### src/rtl/core/xtee_pkg.sv
// Shared types, codes and character tables of the XML text escape encoder.
package xtee_pkg;

  typedef struct packed {
    logic [7:0] in_byte;
    logic       end_of_string;
  } in_item_t;

  typedef struct packed {
    logic [7:0] out_byte;
    logic       last_of_run;
  } out_item_t;

  localparam logic [1:0] KIND_BYTE  = 2'd0;
  localparam logic [1:0] KIND_NAMED = 2'd1;
  localparam logic [1:0] KIND_HEX   = 2'd2;

  localparam logic [2:0] ENT_AMP  = 3'd0;
  localparam logic [2:0] ENT_LT   = 3'd1;
  localparam logic [2:0] ENT_GT   = 3'd2;
  localparam logic [2:0] ENT_QUOT = 3'd3;
  localparam logic [2:0] ENT_NBSP = 3'd4;

  localparam logic [7:0] CH_AMP   = 8'h26;
  localparam logic [7:0] CH_LT    = 8'h3c;
  localparam logic [7:0] CH_GT    = 8'h3e;
  localparam logic [7:0] CH_QUOT  = 8'h22;
  localparam logic [7:0] CH_HASH  = 8'h23;
  localparam logic [7:0] CH_X     = 8'h78;
  localparam logic [7:0] CH_SEMI  = 8'h3b;
  localparam logic [7:0] CH_ZERO  = 8'h30;
  localparam logic [7:0] CH_A     = 8'h61;

  localparam logic [15:0] CODE_NBSP = 16'h00a0;

  // One queued unit of output work.
  typedef struct packed {
    logic [1:0]  kind;
    logic [2:0]  ent;
    logic [1:0]  ndig_m1;
    logic [15:0] code;
  } job_t;

  function automatic logic [2:0] ent_len(input logic [2:0] ent);
    logic [2:0] len;
    unique case (ent)
      ENT_AMP:  len = 3'd5;
      ENT_LT:   len = 3'd4;
      ENT_GT:   len = 3'd4;
      ENT_QUOT: len = 3'd6;
      ENT_NBSP: len = 3'd6;
      default:  len = 3'd1;
    endcase
    return len;
  endfunction

  // Entity text, right-justified, first character in the highest used byte.
  function automatic logic [47:0] ent_text(input logic [2:0] ent);
    logic [47:0] txt;
    unique case (ent)
      ENT_AMP:  txt = 48'("&amp;");
      ENT_LT:   txt = 48'("&lt;");
      ENT_GT:   txt = 48'("&gt;");
      ENT_QUOT: txt = 48'("&quot;");
      ENT_NBSP: txt = 48'("&nbsp;");
      default:  txt = '0;
    endcase
    return txt;
  endfunction

  function automatic logic [2:0] job_last_idx(input job_t j);
    logic [2:0] li;
    unique case (j.kind)
      KIND_BYTE:  li = 3'd0;
      KIND_NAMED: li = ent_len(j.ent) - 3'd1;
      KIND_HEX:   li = 3'({1'b0, j.ndig_m1}) + 3'd4;
      default:    li = 3'd0;
    endcase
    return li;
  endfunction

  function automatic logic [7:0] hex_char(input logic [3:0] nib);
    logic [7:0] ch;
    if (nib < 4'd10) begin
      ch = CH_ZERO + 8'(nib);
    end else begin
      ch = CH_A + 8'(nib - 4'd10);
    end
    return ch;
  endfunction

  function automatic logic [7:0] job_char(input job_t j, input logic [2:0] idx);
    logic [7:0]  ch;
    logic [47:0] txt;
    logic [2:0]  pos;
    logic [1:0]  ni;
    logic [3:0]  nib;
    ch  = 8'h00;
    txt = ent_text(j.ent);
    pos = ent_len(j.ent) - 3'd1 - idx;
    ni  = 2'({1'b0, j.ndig_m1} - (idx - 3'd3));
    unique case (ni)
      2'd0:    nib = j.code[3:0];
      2'd1:    nib = j.code[7:4];
      2'd2:    nib = j.code[11:8];
      default: nib = j.code[15:12];
    endcase
    unique case (j.kind)
      KIND_BYTE: ch = j.code[7:0];
      KIND_NAMED: begin
        for (int k = 0; k < 6; k++) begin
          if (3'(k) == pos) ch = txt[8*k +: 8];
        end
      end
      KIND_HEX: begin
        if (idx == 3'd0) ch = CH_AMP;
        else if (idx == 3'd1) ch = CH_HASH;
        else if (idx == 3'd2) ch = CH_X;
        else if (idx == job_last_idx(j)) ch = CH_SEMI;
        else ch = hex_char(nib);
      end
      default: ch = 8'h00;
    endcase
    return ch;
  endfunction

endpackage

### src/rtl/core/xml_text_escape_encoder.sv
// XML text escape encoder top level: front decode, job queue and byte expansion.
// One input transaction (a text byte or an end-of-string marker) is taken per
// cycle while the job queue has room. An input produces 1 output byte for
// plain text, 4 to 6 for a named entity, 5 to 8 for a hex character reference,
// and 0 for a lead or non-final continuation byte. Output throughput is one byte
// per cycle while out_stall is low, set by the single expansion counter in the
// back end. in_stall is high whenever the QUEUE_DEPTH job queue is full. The
// queue lets inputs keep flowing while a long entity is emitted. The first
// output byte of an input passes through the queue register and then the
// output register, if the queue ahead of it is empty. A sequence whose
// continuation bytes are missing is flushed at end of string, and the missing
// bits are taken as zero.
module xml_text_escape_encoder #(
  parameter int QUEUE_DEPTH = 4
) (
  input  logic                clk,
  input  logic                rst_n,
  input  logic                in_valid,
  output logic                in_stall,
  input  xtee_pkg::in_item_t  in_data,
  output logic                out_valid,
  input  logic                out_stall,
  output xtee_pkg::out_item_t out_data
);
  import xtee_pkg::*;

  logic in_take;
  logic job_push;
  job_t job;
  job_t head;
  logic empty;
  logic full;
  logic pop;

  assign in_stall = full;
  assign in_take  = in_valid && !full;

  xtee_front u_front (
    .clk      (clk),
    .rst_n    (rst_n),
    .in_take  (in_take),
    .in_data  (in_data),
    .job_push (job_push),
    .job      (job)
  );

  xtee_queue #(
    .DEPTH (QUEUE_DEPTH)
  ) u_queue (
    .clk      (clk),
    .rst_n    (rst_n),
    .push     (job_push),
    .push_job (job),
    .pop      (pop),
    .head     (head),
    .empty    (empty),
    .full     (full)
  );

  xtee_back u_back (
    .clk       (clk),
    .rst_n     (rst_n),
    .head      (head),
    .empty     (empty),
    .pop       (pop),
    .out_valid (out_valid),
    .out_stall (out_stall),
    .out_data  (out_data)
  );

endmodule

### src/rtl/core/xtee_front.sv
// Front end: multi-byte sequence decode and classification of input transactions.
module xtee_front (
  input  logic              clk,
  input  logic              rst_n,
  input  logic              in_take,
  input  xtee_pkg::in_item_t in_data,
  output logic              job_push,
  output xtee_pkg::job_t    job
);
  import xtee_pkg::*;

  logic [1:0]  pending_r, pending_nxt;
  logic [15:0] acc_r, acc_nxt;
  logic [15:0] code;
  logic [15:0] acc_new;
  logic        emit_code;
  logic        emit;
  logic [7:0]  b;

  always_comb begin
    b         = in_data.in_byte;
    pending_nxt = pending_r;
    acc_nxt   = acc_r;
    code      = '0;
    emit_code = 1'b0;
    emit      = 1'b0;
    acc_new   = {acc_r[9:0], b[5:0]};
    job       = '0;
    job.kind  = KIND_BYTE;
    if (in_data.end_of_string) begin
      if (pending_r != 2'd0) begin
        code        = (pending_r == 2'd1) ? {acc_r[9:0], 6'b0} : {acc_r[3:0], 12'b0};
        emit_code   = 1'b1;
        pending_nxt = 2'd0;
        acc_nxt     = '0;
      end
    end else if (pending_r != 2'd0) begin
      acc_nxt     = acc_new;
      pending_nxt = pending_r - 2'd1;
      if (pending_r == 2'd1) begin
        code      = acc_new;
        emit_code = 1'b1;
        acc_nxt   = '0;
      end
    end else if (b == CH_AMP) begin
      emit = 1'b1; job.kind = KIND_NAMED; job.ent = ENT_AMP;
    end else if (b == CH_LT) begin
      emit = 1'b1; job.kind = KIND_NAMED; job.ent = ENT_LT;
    end else if (b == CH_GT) begin
      emit = 1'b1; job.kind = KIND_NAMED; job.ent = ENT_GT;
    end else if (b == CH_QUOT) begin
      emit = 1'b1; job.kind = KIND_NAMED; job.ent = ENT_QUOT;
    end else if (!b[7]) begin
      emit = 1'b1; job.kind = KIND_BYTE; job.code = {8'h00, b};
    end else if (b[7:5] == 3'b110) begin
      acc_nxt     = {11'b0, b[4:0]};
      pending_nxt = 2'd1;
    end else if (b[7:4] == 4'b1110) begin
      acc_nxt     = {12'b0, b[3:0]};
      pending_nxt = 2'd2;
    end else begin
      code      = {8'h00, b};
      emit_code = 1'b1;
    end

    if (emit_code) begin
      emit     = 1'b1;
      job.code = code;
      if (code == CODE_NBSP) begin
        job.kind = KIND_NAMED;
        job.ent  = ENT_NBSP;
      end else begin
        job.kind = KIND_HEX;
        if (code[15:12] != 4'd0) job.ndig_m1 = 2'd3;
        else if (code[11:8] != 4'd0) job.ndig_m1 = 2'd2;
        else if (code[7:4] != 4'd0) job.ndig_m1 = 2'd1;
        else job.ndig_m1 = 2'd0;
      end
    end
  end

  assign job_push = in_take && emit;

  always_ff @(posedge clk) begin
    if (!rst_n) begin
      pending_r <= 2'd0;
      acc_r     <= '0;
    end else if (in_take) begin
      pending_r <= pending_nxt;
      acc_r     <= acc_nxt;
    end
  end

  a_pending_range: assert property (@(posedge clk) disable iff (!rst_n)
    pending_r != 2'd3)
    else $error("front: pending count out of range");

  a_acc_cleared: assert property (@(posedge clk) disable iff (!rst_n)
    job_push && in_data.end_of_string |=> acc_r == 16'd0)
    else $error("front: accumulator not cleared after flush");

endmodule

### src/rtl/core/xtee_queue.sv
// Short register queue of jobs between front and back end.
module xtee_queue #(
  parameter int DEPTH = 4
) (
  input  logic           clk,
  input  logic           rst_n,
  input  logic           push,
  input  xtee_pkg::job_t push_job,
  input  logic           pop,
  output xtee_pkg::job_t head,
  output logic           empty,
  output logic           full
);
  import xtee_pkg::*;

  localparam int AW = (DEPTH > 1) ? $clog2(DEPTH) : 1;
  localparam int CW = $clog2(DEPTH + 1);

  job_t          mem_r [DEPTH];
  logic [AW-1:0] wr_ptr_r, rd_ptr_r;
  logic [CW-1:0] count_r;

  assign empty = (count_r == CW'(0));
  assign full  = (count_r == CW'(DEPTH));
  assign head  = mem_r[rd_ptr_r];

  function automatic logic [AW-1:0] ptr_inc(input logic [AW-1:0] p);
    return (p == AW'(DEPTH - 1)) ? '0 : p + AW'(1);
  endfunction

  always_ff @(posedge clk) begin
    if (push) mem_r[wr_ptr_r] <= push_job;
  end

  always_ff @(posedge clk) begin
    if (!rst_n) begin
      wr_ptr_r <= '0;
      rd_ptr_r <= '0;
      count_r  <= '0;
    end else begin
      if (push) wr_ptr_r <= ptr_inc(wr_ptr_r);
      if (pop) rd_ptr_r <= ptr_inc(rd_ptr_r);
      if (push && !pop) count_r <= count_r + CW'(1);
      else if (pop && !push) count_r <= count_r - CW'(1);
    end
  end

  a_no_overflow: assert property (@(posedge clk) disable iff (!rst_n)
    !(push && full))
    else $error("queue: push while full");

  a_no_underflow: assert property (@(posedge clk) disable iff (!rst_n)
    !(pop && empty))
    else $error("queue: pop while empty");

endmodule

### src/rtl/core/xtee_back.sv
// Back end: expands queued jobs into output bytes behind an output register.
module xtee_back (
  input  logic               clk,
  input  logic               rst_n,
  input  xtee_pkg::job_t     head,
  input  logic               empty,
  output logic               pop,
  output logic               out_valid,
  input  logic               out_stall,
  output xtee_pkg::out_item_t out_data
);
  import xtee_pkg::*;

  logic [2:0] idx_r, idx_nxt;
  logic       out_valid_r, out_valid_nxt;
  out_item_t  out_data_r, out_data_nxt;
  logic       load;
  logic       at_last;

  assign load    = !out_valid_r || !out_stall;
  assign at_last = (idx_r == job_last_idx(head));
  assign pop     = load && !empty && at_last;

  always_comb begin
    idx_nxt       = idx_r;
    out_valid_nxt = out_valid_r;
    out_data_nxt  = out_data_r;
    if (load) begin
      out_valid_nxt = !empty;
      if (!empty) begin
        out_data_nxt.out_byte    = job_char(head, idx_r);
        out_data_nxt.last_of_run = at_last;
        idx_nxt                  = at_last ? 3'd0 : idx_r + 3'd1;
      end
    end
  end

  always_ff @(posedge clk) begin
    if (!rst_n) begin
      idx_r       <= 3'd0;
      out_valid_r <= 1'b0;
    end else begin
      idx_r       <= idx_nxt;
      out_valid_r <= out_valid_nxt;
    end
  end

  always_ff @(posedge clk) begin
    out_data_r <= out_data_nxt;
  end

  assign out_valid = out_valid_r;
  assign out_data  = out_data_r;

  a_mid_job_has_head: assert property (@(posedge clk) disable iff (!rst_n)
    idx_r != 3'd0 |-> !empty)
    else $error("back: job in progress but queue empty");

  a_idx_bound: assert property (@(posedge clk) disable iff (!rst_n)
    !empty |-> idx_r <= job_last_idx(head))
    else $error("back: character index past end of job");

endmodule
### config.mk
export PLATFORM = sky130hd
export DESIGN_NAME = xml_text_escape_encoder
export DESIGN_NICKNAME = d
export VERILOG_FILES = /design/src/rtl/core/xtee_pkg.sv /design/src/rtl/core/xml_text_escape_encoder.sv /design/src/rtl/core/xtee_front.sv /design/src/rtl/core/xtee_queue.sv /design/src/rtl/core/xtee_back.sv
export SDC_FILE = /design/constraint.sdc
export NUM_CORES = 1
export LEC_CHECK = 0
export BUFFER_PORTS_ARGS = -buffer_cell sky130_fd_sc_hd__buf_2
export CAP_MARGIN = 20
export CORE_ASPECT_RATIO = 0.8
export CORE_MARGIN = 5
export CORE_UTILIZATION = 40
export CTS_CLUSTER_DIAMETER = 120
export DETAILED_ROUTE_END_ITERATION = 10
export SLEW_MARGIN = 20
export SYNTH_ARGS = -nofsm -noshare
export SYNTH_HDL_FRONTEND = slang
export SYNTH_SLANG_ARGS = --single-unit
### constraint.sdc
create_clock -name clk -period 11.5 [get_ports clk]
set_input_delay 0.575 -clock clk [delete_from_list [all_inputs] [get_ports clk]]
set_output_delay 0.575 -clock clk [all_outputs]
set_load 0.03 [all_outputs]
After elaboration in Yosys (flattened, before gate mapping)
Memory sizes are Yosys's and may differ from the RTL's. A register that Yosys moved wholly into a read port is not among the register bits.
Index checks and enable logic that the tools add are counted.
{ "op_classes": {"n_addsub": 15, "multipliers": 0, "n_div": 0, "order_cmp": 1, "n_eq_ne": 33, "shift": 0, "mux": 109, "bitwise_logic": 1, "reduce_logical": 30} }
{ "op_table": {"columns": ["cell", "count"], "rows": [
  ["16-bit 2-to-1 mux", 17],
  ["46-bit case mux with 5 select lines", 1],
  ["10-bit 2-to-1 mux", 11],
  ["8-bit 2-to-1 mux", 12],
  ["3-bit 2-to-1 mux", 13],
  ["2-bit 2-to-1 mux", 19],
  ["8-bit by 6-bit equality test with 1-bit output (second input constant)", 4],
  ["5-bit 2-to-1 mux", 5],
  ["8-bit case mux with 3 select lines", 1],
  ["1-bit 2-to-1 mux", 23],
  ["23-bit 2-to-1 mux", 1],
  ["16-bit by 8-bit equality test with 1-bit output (second input constant)", 1],
  ["3-bit logical NOT", 4],
  ["4-bit case mux with 3 select lines", 1],
  ["4-bit nonzero test", 3],
  ["2-bit by 1-bit inequality test with 1-bit output (second input constant)", 5],
  ["3-bit by 2-bit equality test with 1-bit output (second input constant)", 3],
  ["3-bit equality test (second input constant)", 3],
  ["3-bit case mux with 3 select lines", 1],
  ["3-bit by 1-bit subtractor with 3-bit output (second input constant)", 3],
  ["7-bit by 8-bit adder with 8-bit output (first input constant)", 1],
  ["2-bit equality test (second input constant)", 4],
  ["4-bit 2-to-1 mux", 2],
  ["8-bit AND reduction", 1],
  ["other kinds (28)", 50]
]} }
{ "totals": {"regBits": 32, "latchBits": 0, "ram_bits": 92, "romBits": 0, "input_bits": 13, "output_inout_bits": 11, "elab_cells": 199, "mem_count": 1} }
{ "memory_table": {"columns": ["memory", "words", "word_bits", "rd", "rd_ports_with_merged_regs", "write_ports", "line", "rtl"], "rows": [
  ["u_queue.mem_r", 4, 23, 1, 1, 1, "xtee_queue.sv:19", "job_t mem_r [DEPTH];"]
]} }

Logic depth before layout (Yosys ltp)
Gate-level depths: netlist of the first run.
{ "depth": {"depth_word": 16, "ltp_mapped": 20, "mapped_depth_nobuf": 18} }

Cells and area by module
A second synthesis of the first run with hierarchy kept.
{ "hier_totals": {"cells_unflattened": 516, "hier_area_um2": 6492.5} }
{ "modules_own_cells": {"columns": ["mod", "n_inst", "cells_each", "area_per_inst_um2", "seq_area_each_um2"], "rows": [
  ["xtee_queue", 1, 164, 3811.2, 2942.8],
  ["xtee_back", 1, 207, 1659.1, 350.3],
  ["xtee_front", 1, 144, 1008.5, 240.2],
  ["xml_text_escape_encoder", 1, 1, 13.8, 0.0]
]} }

Worst setup path after synthesis of the first run
Ideal clock, no wire load.
{ "synth_timing": {"path_kind": "flip-flop to flip-flop", "startpoint": "reg with a tool-made name", "endpoint": "reg u_queue.count_r[2]", "setup_ns": 0.076, "t_arrival_ns": 4.256, "setup_slack_ns": 7.168, "stages_incl_launch_ff": 20, "path_buffers": 4, "period_less_slack_ns": 4.332, "cell_sequence": "dfxtp_1 -> buf_6 -> buf_2 -> buf_2 -> mux4_2 -> ha_1 -> clkbuf_1 -> or3b_2 -> o311ai_0 -> a21oi_1 -> nand4_1 -> a21oi_4 -> and2_4 -> inv_1 -> ha_1 -> inv_1 -> fa_1 -> xor2_1 -> or3_1 -> a21boi_0"} }
{ "synth_lines": {"columns": ["item", "line", "rtl"], "rows": [
  ["end signal, assigned", "xtee_queue.sv:43", "if (push && !pop) count_r <= count_r + CW'(1);"],
  ["end signal, assigned", "xtee_queue.sv:44", "else if (pop && !push) count_r <= count_r - CW'(1);"],
  ["end, declared", "xtee_queue.sv:21", "logic [CW-1:0] count_r;"]
]} }

==> results.toml, run 1 <==
[outcome]
outcome = "completed"

[cells_and_area]
area_growth_pct = 13.9
nets = 592
final_common_cell = "edfxtp_1"
regArea_um2 = 3530
multi_input_area_um2 = 2760
n_antenna_cell = 0
layout-drive-gt1-share = 0.162
fill_cells = 1425
mostFrequentLayoutCells = "edfxtp_1 (101), nand2_1 (47), nor2_1 (35)"
utilization = 0.467

[timing]
rsz0062_at_grt = "false"
worstMarginPinSlew_ns = 1.00
min_period_ns = 4.98
drv_slew = 0
finalSetupViolCount = 0
finalHoldViolations = 0
min_period_over_period = 0.433
slew_headroom = 0.330
setup-tns-final_ns = 0
skew_ns = 0.0108
fmax_ghz = 0.201

[floorplan]
dieArea_um2 = 18900
die_x_um = 152
rows = 41
die_y_um = 124
core_area_um2 = 15900
io_pins = 24
initial_core_util = 0.410

[setup_path]
worstPathMaxFanout = 23
crit_path_start_kind = "flip-flop"
path_delay_family = "simple AND/OR/NAND/NOR gates"
slowest_delay_ns = 0.74
cp.required_ns = 11.83
crit_slowest_cell = "mux4_2"
crit_chain = "buf_4, mux4_2, nor2_1, a21oi_1, ha_1, nand2b_1, o311ai_0, a21oi_1, nand4_1, a21oi_4, and2_4, inv_1, ha_1, inv_1, fa_1, xor2_1, or3_1, a21boi_0"
crit_path_end_kind = "flip-flop"
critPathBufInv = 3
criticalPathCategory = "reg2reg"
critPathArrivalTime_ns = 5.31

[drt]
met3_length_um = 819
wl_met1_um = 7010
wl_met2_um = 6700
wl_um = 14600
drtIter0Drc = 427
ant_nets = 0
via_per_inst = 5.67
wire_per_inst_um = 18.6
drc_errors = 0
top_layer_used = "met4"
first_pass_iters = 5
vias = 4442

[cts]
cts_buffer_depth = 2
ctsHtreeMaxLevel = 4
root_buffer = "clkbuf_16"
cts_setup_buffers = 0
cts_resized = 0
cts_tree = "done"
cts_hold_buf = 0
cts_buffers = 17
cts.sinks = 126
clkLatencyLatePin_ns = 0.41
clkTransAtPathRegs_ns = 0.05

[grt]
grt_max_degree = 29
grt_overflow = 0
grt_use_total = 0.165
grt_pass1_vias = 4550
antenna_found_initial = 0
grt_pass1_wl_um = 24600

[synth]
mappedNetlistArea_um2 = 6500
ys_ff_latch = 126
synth_edf_count = 101
yosys-top-cells-area = "edfxtp_1 (47%), mux4_2 (8.7%), dfxtp_1 (7.7%)"
synthesis.nets = 576
ys.flop_type = "edfxtp_1"
netlist.area_leader.share = 0.467
yosysUniqueCellTypes = 60
avgSynthCellArea_um2 = 12.0
synthCells = 540
yosysTopAreaCell = "edfxtp_1"
ys.warnings.count = 0
synthArstFlopShare = 0
synth-seq-area-share = 0.544

[min_path]
hp-class = "in2reg"

[pwr]
ir_drop_mv = 0.152
powerDensity_nw_per_um2 = 252
leakage_nw = 2.55

[placed_design]
place_hpwl_um = 10300
portBuffers = 23
place_congestion = 0.882

[flow_run]
maxCapViolCount = 0
==> cell type report <==
class	count	area share
repair buffers	29	0.0216
multi-input cells	362	0.373
clock inverters	11	0.0193
inverters	20	0.0101
flip-flops and latches	126	0.478
well taps	215	0.0363
clock buffers	21	0.0622
==> sequential cells by signal, indices dropped and copies added (netlist names), named ones only <==
register and cells:
u_queue.mem_r 92, u_back.idx_r 3, u_queue.wr_ptr_r 2, u_front.pending_r 2, u_front.acc_r 10, u_queue.rd_ptr_r 2
u_back.out_valid 1, u_queue.count_r 3, u_back.out_data 9
==> stage by stage <==
| step | total power [mW] | cell area, um^2 | setup WS, ns | instances | hold slack, ns |
|---|---|---|---|---|---|
| floorplan | 1.15 | 6500 | 7.17 | 540 | 0.441 |
| global placement | 1.32 | 6800 | 6.51 | 752 | 0.451 |
| detailed placement | 1.33 | 6800 | 6.52 | 752 | 0.456 |
| CTS | 1.87 | 7400 | 6.49 | 784 | 0.445 |
| global route | 1.98 | 7400 | 5.94 | 784 | 0.484 |
| finish | 1.87 | 7400 | 6.52 | 784 | 0.462 |
==> synth_stat cells (10+ instances only) <==
cell type	number
nor3_1	12
nor2b_1	10
nor4_1	10
nand3_1	19
a21boi_0	14
ha_1	21
nand2_1	47
inv_1	20
dfxtp_1	25
nor2_1	35
a21oi_1	30
o21ai_0	19
mux4_2	25
clkbuf_1	28
edfxtp_1	101
and2_1	11
==> kinds of logic (layout without fill, tap and decap cells) <==
family | Yosys count | count (layout) | share of synthesized area
compound gates | 122 | 122 | 0.127
xor+xnor | 10 | 10 | 0.0158
fa+ha+maj | 23 | 23 | 0.0466
buf+inv | 52 | 81 | 0.0316
flops | 126 | 126 | 0.544
mux | 34 | 34 | 0.101
simple gates | 173 | 173 | 0.135
==> where the power goes <==
part	total [mW]	leakage [nW]	switching, mW	internal, mW
combinational	0.756	1.11	0.463	0.293
clock	0.539	0.283	0.189	0.351
sequential	0.571	1.16	0.0277	0.543
==> worst reg2reg max path, stage by stage (launching register included) <==
cell	delay [ns]
dfxtp_1	0.30
buf_4	0.40
mux4_2	0.74
nor2_1	0.57
a21oi_1	0.22
ha_1	0.29
nand2b_1	0.21
o311ai_0	0.32
a21oi_1	0.08
nand4_1	0.15
a21oi_4	0.10
and2_4	0.19
inv_1	0.05
ha_1	0.17
inv_1	0.07
fa_1	0.43
xor2_1	0.16
or3_1	0.30
a21boi_0	0.16
==> per-layer routing <==
metal | track usage | vias up
li1 | - | 2089
met3 | 0.0458 | 5
met4 | 0.0289 | 0
met2 | 0.264 | 136
met5 | 0 | -
met1 | 0.231 | 2212
==> path summary, 6_finish.rpt <==
path	start	end	slack, ns	cells after the start
setup reg to reg	flip-flop	u_queue.count_r[2]	6.52	18
hold / removal	out_stall	u_back.out_valid	0.46	3
setup / recovery	flip-flop	u_queue.count_r[2]	6.52	18
hold reg to reg	u_front.acc_r[7]	u_front.acc_r[7]	0.46	2
Power figures use the tool's default switching activity.
==> inputs of run 2 (changes only) <==
ABC_AREA = 1   (was not set)
clock period = 4.1 ns   (was 11.5 ns; I/O delays follow)
==> run 2 against run 1 <==
Net effect: area after synthesis is 1.9% higher; final area up 2.8%; sequential power rose to 2.9 times the previous value; wire length increased by 8.3%; clock-buffer cell count decreased by 4; clock power grew to 3.1 times the previous value; combinational power grew to 4.2 times the previous value; global-route usage is 0.44 points higher; clock skew is 0.0041 ns lower; critical path depth grew 4; utilization is 0.27 points lower.
==> results.toml, run 2 <==
[pwr]
ir_drop_mv = 0.332
powerDensity_nw_per_um2 = 848
leakage_nw = 3.18

[timing]
fmax_ghz = 0.266
finalSetupViolCount = 0
finalHoldViolations = 0
drv_slew = 0
setup-tns-final_ns = 0
min_period_over_period = 0.915
whs_ns = 0.0753
rsz0062_at_grt = "false"
skew_ns = 0.00665
min_period_ns = 3.75
worstMarginPinSlew_ns = 0.632
slew_headroom = 0.574

[synth]
synthesis.nets = 758
yosys-top-cells-area = "edfxtp_1 (46%), nand2_1 (8.3%), dfxtp_1 (7.6%)"
synth-seq-area-share = 0.533
ys.warnings.count = 0
avgSynthCellArea_um2 = 9.17
ys.flop_type = "edfxtp_1"
ys_ff_latch = 126
yosysTopAreaCell = "edfxtp_1"
synthArstFlopShare = 0
yosys-top-cells-count = "nand2_1 (146), edfxtp_1 (101), nor2_1 (77), inv_1 (68), a21oi_1 (53)"
netlist.area_leader.share = 0.458
mappedNetlistArea_um2 = 6620
yosysUniqueCellTypes = 50
synth_edf_count = 101
yosysMostFrequentCell = "nand2_1"
synthCells = 722

[cells_and_area]
layout-drive-gt1-share = 0.151
area_growth_pct = 14.9
design_area_um2 = 7610
top_register = "u_queue.mem_r"
post_layout_nonfiller_instances = 984
mostFrequentLayoutCells = "nand2_1 (146), edfxtp_1 (101), nor2_1 (73)"
final_common_cell = "nand2_1"
multi_input_area_um2 = 2660
regArea_um2 = 3530
utilization = 0.464
n_antenna_cell = 0
fill_cells = 1545
nets = 787
largest_reg_flops = 92

[min_path]
hp-class = "in2reg"

[floorplan]
core_area_um2 = 16400
dieArea_um2 = 19200
die_x_um = 154
die_y_um = 125
io_pins = 24
initial_core_util = 0.404
rows = 42

[placed_design]
portBuffers = 23
dp.cells = 952
placed_area_um2 = 6960
place_congestion = 0.919
place_hpwl_um = 11300

[grt]
antenna_found_initial = 0
grt_pass1_vias = 5036
grt_use_total = 0.169
grt_overflow = 0
grt_pass1_wl_um = 25800
grt_max_degree = 47

[setup_path]
criticalPathCategory = "reg2reg"
critPathArrivalTime_ns = 4.05
r2r_end = "u_queue.count_r[2]"
r2r_slack_ns = 0.35
worstPathMaxFanout = 46
slowest_delay_ns = 0.43
crit_top_cell = "nand2_1"
crit_chain = "buf_4, nand2_1, nand3_1, nand2_2, inv_1, nand2_1, nand2_1, nand2_1, ha_1, o22ai_1, nand2_1, xor2_1, nand3b_2, nor2_4, nand2_2, ha_1, inv_1, fa_1, a21oi_1, o21ai_0, o21ai_0, a21oi_1"
cp.required_ns = 4.40
crit_end = "u_queue.count_r[2]"
crit_slowest_cell = "fa_1"
crit_path_start_kind = "flip-flop"
reg2reg_depth = 22
crit_path_end_kind = "flip-flop"

[drt]
drc_errors = 0
ant_nets = 0
wire_per_inst_um = 16.1
wl_um = 15800
first_pass_iters = 7
drtIter0Drc = 424
via_per_inst = 5.28
vias = 5196

[cts]
cts_buffer_depth = 2
cts_hold_buf = 0
cts.sinks = 126
root_buffer = "clkbuf_16"
cts_resized = 0
clkTransAtPathRegs_ns = 0.06
cts_setup_buffers = 0
cts_buffers = 17
cts_tree = "done"
ctsHtreeMaxLevel = 4
clkLatencyLatePin_ns = 0.42

[outcome]
outcome = "completed"

[flow_run]
maxCapViolCount = 0
==> run 2: cell types whose count changed after synthesis, moves of 14 or more <==
cell / previous run / this run
nand2_1: 47 / 146
inv_1: 20 / 68
nor2_1: 35 / 77
o21ai_0: 19 / 47
mux4_2: 25 / 0
a21oi_1: 30 / 53
clkbuf_1: 28 / 6
nand3_1: 19 / 40
a21boi_0: 14 / 0
==> run 2: metal layers <==
layer | track usage | part of all wire | vias up
met5 | 0 | 0 | -
met4 | 0.0576 | 0.017 | 0
met3 | 0.0428 | 0.052 | 25
met2 | 0.261 | 0.46 | 148
met1 | 0.234 | 0.48 | 2480
li1 | - | - | 2543
==> run 2: kinds of logic (layout without fill, tap and decap cells) <==
| family | after synthesis | count (layout) | share of synthesized area |
|---|---|---|---|
| simple gates | 319 | 319 | 0.221 |
| compound gates | 149 | 149 | 0.130 |
| flops | 126 | 126 | 0.533 |
| buf+inv | 103 | 145 | 0.0672 |
| fa+ha+maj | 23 | 23 | 0.0457 |
| xor+xnor | 2 | 2 | 0.00264 |
==> run 2: how the worst min path moves through the flow <==
| stage | start | endpoint | slack [ns] | cells after the start |
|---|---|---|---|---|
| after global routing | rst_n | u_back.out_valid | 0.09 | 3 |
| after detailed placement | u_front.acc_r[8] | u_front.acc_r[8] | 0.46 | 2 |
| after floorplan | rst_n | u_back.out_valid | 0.30 | 2 |
| after CTS | rst_n | u_back.out_valid | 0.07 | 3 |
| after global placement | u_front.acc_r[7] | u_front.acc_r[7] | 0.46 | 2 |
| final | rst_n | u_back.out_valid | 0.08 | 3 |
==> run 2: area by class of cell <==
class | count | area share
flip-flops and latches | 126 | 0.464
multi-input cells | 493 | 0.349
clock buffers | 17 | 0.0559
inverters | 82 | 0.0416
well taps | 220 | 0.0362
clock inverters | 15 | 0.0302
repair buffers | 31 | 0.0230
==> run 2: per-stage QoR <==
| stage | power, mW | worst slack (ns) |
|---|---|---|
| floorplan | 4.04 | 0.790 |
| global placement | 4.71 | 0.515 |
| detailed placement | 4.76 | 0.457 |
| CTS | 6.44 | 0.410 |
| global route | 6.91 | 0.0893 |
| finish | 6.46 | 0.347 |
==> run 2: critical path: cells and delay by family, from the launching register on <==
kind | cells | cell delay [ns]
buf+inv | 3 | 0.58
compound gates | 5 | 0.68
flops | 1 | 0.34
simple gates | 10 | 0.96
xor+xnor | 1 | 0.15
fa+ha+maj | 3 | 0.90
==> run 2: report_power, final <==
part | total (mW) | internal [mW] | switching (mW)
Clock | 1.67 | 1.09 | 0.579
Combinational | 3.16 | 0.992 | 2.16
Sequential | 1.63 | 1.58 | 0.0516
Total | 6.46 | 3.66 | 2.79
==> inputs of run 3 (changes only) <==
GPL_TIMING_DRIVEN = 0   (was not set)
==> run 3 against run 2 <==
Net effect: fmax is 0.29% lower; largest cell class unchanged; register-to-register slack hardly changed; critical endpoint unchanged; total power is 0.21% higher; die area stayed put; setup slack worse by 0.011 ns; final area is 2.4% higher; wire length is 4.2% higher; critical path depth is 3 lower; utilization is 1.1 points higher.
==> results.toml, run 3 (synthesized netlist as in run 2, its figures left out) <==
[outcome]
outcome = "completed"

[flow_run]
maxCapViolCount = 0

[setup_path]
crit_chain = "buf_6, buf_6, buf_6, a21oi_1, a32oi_4, inv_1, ha_1, nand2_1, xor2_1, nand3b_2, nor2_4, nand2_2, ha_1, inv_1, fa_1, a21oi_1, o21ai_0, o21ai_0, a21oi_1"
crit_slowest_cell = "fa_1"
criticalPathCategory = "reg2reg"
critPathArrivalTime_ns = 4.07
cp.required_ns = 4.41
slowest_delay_ns = 0.46
crit_path_end_kind = "flip-flop"
worstPathMaxFanout = 19
crit_path_start_kind = "flip-flop"
critPathBufInv = 5
path_delay_family = "adder cells"

[floorplan]
io_pins = 24
die_x_um = 154
rows = 42
core_area_um2 = 16400
dieArea_um2 = 19200
initial_core_util = 0.404
die_y_um = 125

[placed_design]
place_congestion = 0.926
dp.cells = 967
placed_area_um2 = 7140
portBuffers = 21
place_hpwl_um = 12200

[drt]
via_per_inst = 5.27
first_pass_iters = 5
wire_per_inst_um = 16.5
drtIter0Drc = 445
ant_nets = 0
wl_um = 16500
drc_errors = 0
vias = 5259

[timing]
finalSetupViolCount = 0
fmax_ghz = 0.266
drv_slew = 0
slew_headroom = 0.569
skew_ns = 0.00787
min_period_over_period = 0.918
finalHoldViolations = 0
worstMarginPinSlew_ns = 0.646
min_period_ns = 3.76
rsz0062_at_grt = "false"

[cells_and_area]
regArea_um2 = 3530
layout-drive-gt1-share = 0.159
multi_input_area_um2 = 2700
fill_cells = 1556
post_layout_nonfiller_instances = 998
largest_reg_flops = 92
mostFrequentLayoutCells = "nand2_1 (146), edfxtp_1 (101), nor2_1 (73)"
nets = 801
final_common_cell = "nand2_1"
area_growth_pct = 17.7
top_register = "u_queue.mem_r"
design_area_um2 = 7800
n_antenna_cell = 0

[grt]
grt_use_total = 0.176
grt.met1_usage = 0.230
grt_pass1_wl_um = 26700
use_met3 = 0.0408
antenna_found_initial = 0
grt_max_degree = 23
grt_pass1_vias = 5161
top_usage_layer = "met2"
use_met2 = 0.285
grt_overflow = 0

[cts]
cts_hold_buf = 0
cts.sinks = 126
root_buffer = "clkbuf_16"
ctsHtreeMaxLevel = 4
cts_buffer_depth = 2
cts_buffers = 17
clkTransAtPathRegs_ns = 0.05
cts_tree = "done"
clkLatencyLatePin_ns = 0.43

[pwr]
leakage_nw = 3.23
powerDensity_nw_per_um2 = 830
ir_drop_mv = 0.349

[min_path]
hp-class = "in2reg"
[run 3: what timing repair did]
action	4_1_cts	5_1_grt
pin swaps	0	2
endpoints found under the hold margin	0	0
setup endpoints to repair	2	2
buffers inserted	0	2
resized for setup	1	6
[run 3: worst reg2reg max path: stages (launching register included)]
cell and delay [ns]:
dfxtp_2 0.38, buf_6 0.16, buf_6 0.15, buf_6 0.20, a21oi_1 0.13, a32oi_4 0.27
inv_1 0.12, ha_1 0.38, nand2_1 0.12, xor2_1 0.15, nand3b_2 0.16, nor2_4 0.06
nand2_2 0.12, ha_1 0.20, inv_1 0.08, fa_1 0.46, a21oi_1 0.18, o21ai_0 0.12
o21ai_0 0.16, a21oi_1 0.06
[run 3: per-layer routing]
metal	wire length, um	vias to the layer above
li1	-	2580
met1	7290	2465
met2	7760	181
met3	995	33
met4	412	0
met5	0	-
[run 3: final cells by class]
cell class,instances,share of cell area
multi-input combinational,493,0.347
timing repair buffer,27,0.0286
sequential,126,0.453
buffer,18,0.0146
clock inverter,12,0.0247
clock buffer,20,0.0560
inverter,82,0.0406
tap,220,0.0353
[run 3: metrics by stage]
step                      utilization  setup TNS [ns]  worst slack (ns)  hold WS [ns]  power, mW
after global routing            0.476               0            0.0444         0.109       7.00
after floorplan                     -               0             0.790         0.303       4.04
final                           0.476               0             0.336        0.0799       6.47
after detailed placement        0.435          -0.161            -0.161         0.464       4.82
after CTS                       0.474               0         0.0000933        0.0688       6.46
after global placement          0.427               0            0.0814         0.456       4.72
[run 3: path summary, 6_finish.rpt]
| check | end | depth (start not counted) | from | slack [ns] |
|---|---|---|---|---|
| setup / recovery | u_queue.count_r[2] | 19 | flip-flop | 0.34 |
| hold / removal | u_back.out_valid | 5 | out_stall | 0.08 |
| setup reg to reg | u_queue.count_r[2] | 19 | flip-flop | 0.34 |
| hold reg to reg | u_front.acc_r[6] | 2 | u_front.acc_r[6] | 0.47 |
[run 3: report_power, final]
part | internal [mW] | switching [mW]
clock network | 1.07 | 0.541
logic | 1.05 | 2.18
registers | 1.58 | 0.0509
